--- config.mk ---
export PLATFORM = sky130hd
export DESIGN_NAME = bffa_ctrl
export DESIGN_NICKNAME = d
export VERILOG_FILES = /design/src/hdl/bffa_pkg.sv /design/src/hdl/bffa_ctrl.sv
export SDC_FILE = /design/constraint.sdc
export NUM_CORES = 1
export LEC_CHECK = 0
export BUFFER_PORTS_ARGS = -buffer_cell sky130_fd_sc_hd__buf_4
export CAP_MARGIN = 20
export CORE_AREA = 2 2 39 41
export DETAILED_ROUTE_END_ITERATION = 8
export DIE_AREA = 0 0 41 43
export PLACE_DENSITY_LB_ADDON = 0.08
export SLEW_MARGIN = 40
export SYNTH_ARGS = -nofsm -noshare
export SYNTH_HDL_FRONTEND = slang
export SYNTH_SLANG_ARGS = --single-unit
--- constraint.sdc ---
create_clock -name clk -period 1 [get_ports clk]
set_input_delay 0.05 -clock clk [delete_from_list [all_inputs] [get_ports clk]]
set_output_delay 0.05 -clock clk [all_outputs]
set_load 0.005 [all_outputs]
--- src/hdl/bffa_pkg.sv ---
package bffa_pkg;

  localparam int MAP_BITS_DEF  = 8192;
  localparam int WORD_BITS_DEF = 32;
  localparam int FIELD_W       = 14;
  localparam int STATUS_W      = 2;
  localparam int CFG_ADDR_W    = 3;
  localparam int CFG_DATA_W    = 32;
  localparam logic [FIELD_W-1:0] LIMIT_RESET = 14'd8192;

  typedef enum logic [STATUS_W-1:0] {
    STS_OK     = 2'd0,
    STS_FULL   = 2'd1,
    STS_REJECT = 2'd2
  } status_t;

  typedef enum logic {
    CMD_ALLOC = 1'b0,
    CMD_FREE  = 1'b1
  } command_t;

  typedef enum logic {
    REG_ITEM_LIMIT = 1'b0,
    REG_NONE       = 1'b1
  } reg_index_t;

  typedef enum logic [2:0] {
    ST_CLEAR,
    ST_IDLE,
    ST_ASUM,
    ST_AMAP,
    ST_FCHK
  } state_t;

  typedef struct packed {
    logic clr_we;
    logic accept;
    logic rd_map;
    logic alloc_fin;
    logic free_fin;
  } ctrl_cmd_t;

  typedef struct packed {
    logic clr_last;
    logic in_free;
    logic out_busy;
  } ctrl_sts_t;

endpackage

--- src/hdl/bffa_ctrl.sv ---
module bffa_ctrl (
  input  logic                  clk,
  input  logic                  rst_n,
  input  logic                  in_valid,
  output logic                  in_ready,
  input  bffa_pkg::ctrl_sts_t   sts,
  output bffa_pkg::ctrl_cmd_t   cmd
);

  bffa_pkg::state_t state_r;
  bffa_pkg::state_t state_nxt;

  always_ff @(posedge clk) begin
    if (!rst_n) begin
      state_r <= bffa_pkg::ST_CLEAR;
    end else begin
      state_r <= state_nxt;
    end
  end

  always_comb begin
    state_nxt = state_r;
    unique case (state_r)
      bffa_pkg::ST_CLEAR: begin
        if (sts.clr_last) begin
          state_nxt = bffa_pkg::ST_IDLE;
        end
      end
      bffa_pkg::ST_IDLE: begin
        if (in_valid) begin
          state_nxt = sts.in_free ? bffa_pkg::ST_FCHK : bffa_pkg::ST_ASUM;
        end
      end
      bffa_pkg::ST_ASUM: begin
        state_nxt = bffa_pkg::ST_AMAP;
      end
      bffa_pkg::ST_AMAP, bffa_pkg::ST_FCHK: begin
        if (!sts.out_busy) begin
          state_nxt = bffa_pkg::ST_IDLE;
        end
      end
      default: begin
        state_nxt = bffa_pkg::ST_CLEAR;
      end
    endcase
  end

  always_comb begin
    cmd      = '0;
    in_ready = 1'b0;
    unique case (state_r)
      bffa_pkg::ST_CLEAR: begin
        cmd.clr_we = 1'b1;
      end
      bffa_pkg::ST_IDLE: begin
        in_ready   = 1'b1;
        cmd.accept = in_valid;
      end
      bffa_pkg::ST_ASUM: begin
        cmd.rd_map = 1'b1;
      end
      bffa_pkg::ST_AMAP: begin
        cmd.alloc_fin = !sts.out_busy;
      end
      bffa_pkg::ST_FCHK: begin
        cmd.free_fin = !sts.out_busy;
      end
      default: begin
        cmd = '0;
      end
    endcase
  end

endmodule

======== Yosys cells after proc, flatten, opt, wreduce, memory -nomap -nowiden ========
Index checks and enable logic that the tools add are counted.
cells by class
  add/subtract/negate cells ............... 0
  $lt $le $gt $ge ......................... 0
  muxes and demuxes ....................... 11
  reduce and logical (&&, ||, !) cells .... 4
  shifts and indexed selects .............. 0
  div/mod/pow operators ................... 0
  equality and inequality tests ........... 7
  bitwise logic cells ..................... 0
  multiply operators ...................... 0
operators by type and width
  cell                                                 number
  2-to-1 mux 3 bit                                     4
  one-hot mux 3 bit (4 select lines)                   1
  equality test 3 x 2 -> 1 bit, second input constant  2
  2-to-1 mux 1 bit                                     6
  != test 2 bit, second input constant                 3
  equality test 3 x 1 -> 1 bit, second input constant  1
  equality test 3 bit, second input constant           1
  logical NOT 3 bit                                    1
  AND reduction 3 bit                                  1
  OR reduction 2 bit                                   1
  logical NOT 1 bit                                    1
storage, ports and cells
  memories kept ........................... 0
  output and inout port bits .............. 6
  register bits after elaboration ......... 3
  bits of input ports ..................... 6
  bits in latches ......................... 0
  memory bits (writable) .................. 0
  word-level logic and storage cells ...... 23
  bits in read-only memories .............. 0

======== Logic depth before layout (Yosys ltp) ========
  depth in word-level cells ............... 4
  depth in mapped cells ................... 4
  gate-level depth less buffers ........... 3

======== Worst setup path before layout ========
Ideal clock, no wire load.
  kind .................................... register -> register
  start point ............................. register state_r[1]
  end point ............................... register state_r[0]
  required time ........................... 0.930 ns
  arrival ................................. 0.865 ns
  buffers on the path ..................... 1
  cell stages (with the launch flop) ...... 5
  slack ................................... 0.065 ns
  period minus slack after synthesis ...... 0.935 ns
  library setup time ...................... 0.070 ns
  cells stage by stage .................... dfxtp_1 > buf_4 > nor4b_4 > a21oi_1 > a21oi_1
between the ends
  longest elaborated chain between the ends .. 4
  elaborated cells between the ends (all ways) .. 11
  classes of those cells .................. eq/ne (7); mux (1); reduce/logical (3)
RTL lines
  what                                                                 line             RTL
  start, declared                                                      bffa_ctrl.sv:10  bffa_pkg::state_t state_r;
  start signal, assigned                                               bffa_ctrl.sv:15  state_r <= bffa_pkg::ST_CLEAR;
  start signal, assigned                                               bffa_ctrl.sv:17  state_r <= state_nxt;
  equality test 3 bit or equality test 3 x 2 -> 1 bit (tied branches)  bffa_ctrl.sv:23  unique case (state_r)
  OR reduction 2 bit                                                   bffa_ctrl.sv:23
  != test 2 bit (no source line)                                       n/a
  AND reduction 3 bit (no source line)                                 n/a
Parallel ways exist; a longest one is shown, timed or not.
A chain may end at the register's enable or synchronous reset.

==> key figures <==
Status
  – Status: finished with violations
  – Failing checks: negative setup slack

Power and ir drop
  – Power Density: 1120 nW/µm²
  – Power Total: 0.000491 W
  – Static leakage power: ~0.2 nW
  – VDD IR max: roughly 230 µV

Global route
  – Antenna violations before repair: 0
  – Vias in the first global route: 258
  – Tot GR Track Use: 9.89%
  – Congestion Overflow GR: 0
  – Largest net degree at the start of global routing: 7
  – First-pass GRT wire length: 1.12 mm

Hold path
  – Hold Crit Start: rst_n
  – Hold depth: 3
  – Hold WC Path Type: in -> reg

Timing
  – RSZ-0062 raised after global routing: true
  – Final setup fails: 8
  – FMAX: between 0.9 and 1 GHz
  – Max-slew headroom: 86.0%
  – Final Hold Fails: 0
  – Final WS setup: -0.103 ns
  – Final worst-path cycle share: 110%
  – Fin Clk Skew: 0.00405 ns
  – Final Slew Violations: 0
  – Tightest Pin Transition: 0.210 ns
  – Tmin final: 1.10 ns
  – Total negative slack: -0.457 ns

Die
  – Placeable Area: 1380 µm²
  – # IOs: 12
  – Die ar.: 1760 µm²
  – Die Y: 43 µm
  – Initial Utilization: 15.7%
  – Die outline width: 41 µm
  – Rows: 14

Critical path
  – R2R depth: 3
  – Crit-path max FO: 5
  – Critical Path Start: state_r[2]$_SDFFE_PN0P_
  – Worst EP required: 0.95 ns
  – CP endpoint kind: output pin
  – Critical setup path kind: reg -> out
  – Startpoint type of the worst setup path: flop
  – Origin of the critical flop-to-flop path: state_r[0]$_SDFFE_PN0P_
  – Critical path arrival: 1.05 ns

Finish
  – Layout area overhead: 102%
  – Register Area: 71.3 µm²
  – Nets: 54
  – Fillers: 166
  – Biggest regs: state_r (3)
  – Area of the multi-input gates: 171 µm²
  – Final antenna diode count: 0
  – Layout cells sized above 1: 66.0%
  – Biggest register: state_r
  – Max FFs per register: 3

Job
  – Max cap viols: 0

Yosys
  – Synth area leader: dfxtp_1
  – Yosys reg bits: 3
  – Area contributors post-synth: dfxtp_1 28%, nor4b_4 11%, and3b_1 8.0%, nand2_1 6.9%, nor4b_2 6.9%
  – Cell Area, Synth: 218 µm²
  – Yosys warns: 0
  – Syn_nets: 32
  – Netlist cell types: 17
  – Mapped Cells: 26
  – Sequential element share of the synthesized area: 27.6%
  – Synth top area share: 27.6%
  – Syn Area/Cell: 8.37 µm²

Route
  – Remaining routing DRC violations: 0
  – Routed wire per std cell: between 10 and 15 µm
  – Vias: 252
  – Initial DRC count: 0
  – DRT Pass-1 Iters: 1
  – DRT antenna net count: 0
  – DR vias/cell: 4.00
  – Post-Route WL: 653 µm

CTS
  – CTS Buffer Depth: 2
  – CTS Hold Bufs: 0
  – CTS Root Cell: clkbuf_4
  – CTS Sinks: 3
  – Clk slew on worst S/H paths: 0.04 ns
  – CTS buffer count: 3
  – H-tree Lvls: 1
  – CTS tree: built
  – Worst-Skew Late Latency: 0.24 ns

Placed design
  – Post-DP HPWL: 439 µm
  – # port buffers: 11
  – RePlAce Congestion: 0.610
report_power, final:
group / switching [W] / internal (W) / total [W]
clock network: 0.0000685 / 0.000150 / 0.000218
logic: 0.0000481 / 0.0000828 / 0.000131
registers: 0.0000170 / 0.000125 / 0.000142
total: 0.000134 / 0.000358 / 0.000491
cells in the mapped netlist, drive strengths merged:
cell type	count
a21oi	2
a31oi	1
and2	2
and3b	2
buf	1
dfxtp	3
inv	1
nand2	4
nand2b	1
nor2	2
nor2b	1
nor3	1
nor3b	1
nor4b	2
o21bai	1
o22ai	1
what timing repair did:
item                                    in CTS  in global routing
pin swaps                                    3                  3
setup buffers                                6                  0
endpoints found under the setup margin       7                  8
gates resized for setup                     11                  4
per-stage QoR:
step / std cells / hold WS (ns) / util (%) / instance area (µm²) / setup WS (ns)
after floorplan: 26 / 0.125 / - / 218 / 0.0654
after global placement: 53 / 0.303 / 23.1 / 320 / -0.0501
after detailed placement: 53 / 0.298 / 23.1 / 320 / -0.0714
after CTS: 63 / 0.0396 / 30.7 / 425 / -0.118
after global routing: 63 / 0.0575 / 31.7 / 439 / -0.164
final: 63 / 0.0551 / 31.7 / 439 / -0.103
per-layer routing:
metal / wire length, µm / track usage [%] / up-vias
met5: 0 / 0 / -
met4: 13 / 8.00 / 0
met3: 60 / 3.66 / 2
met2: 301 / 12.8 / 11
met1: 277 / 12.3 / 106
li1: - / - / 133
final cells by class:
class                      count  area share, %
timing repair buffer          18           33.3
tap                           16           4.56
inverter                       1          0.855
clock buffer                   4           5.98
multi-input combinational     21           39.0
sequential                     3           16.2
worst max-delay path, cell delays in order, from the launching register on:
cell	delay, ns
dfxtp_4	0.35
nand2b_4	0.16
nor3b_1	0.17
buf_4	0.14
path summary, 6_finish.rpt:
kind              slack [ns]                       to
hold reg to reg         0.65  state_r[1]$_SDFFE_PN0P_
setup reg to reg           0  state_r[1]$_SDFFE_PN0P_
hold / removal          0.06  state_r[0]$_SDFFE_PN0P_
setup / recovery       -0.10                   cmd[1]
cells by family after synthesis:
group / count (synthesis) / share of synthesized area [%]
flip-flops: 3 / 27.6
AO/OA/AOI/OAI: 5 / 13.8
AND/OR/NAND/NOR: 16 / 53.4
buffers and inverters: 2 / 5.17
cell usage in the layout, fill, tap and decap left out, drive strengths merged, types with 2 or more instances in the layout:
cell	instances
nand2	4
and2	2
clkbuf	4
and3b	2
dfxtp	3
nor4b	2
buf	18
a21oi	2
nor2	2
Note: power is estimated with default switching activity, not from simulation.
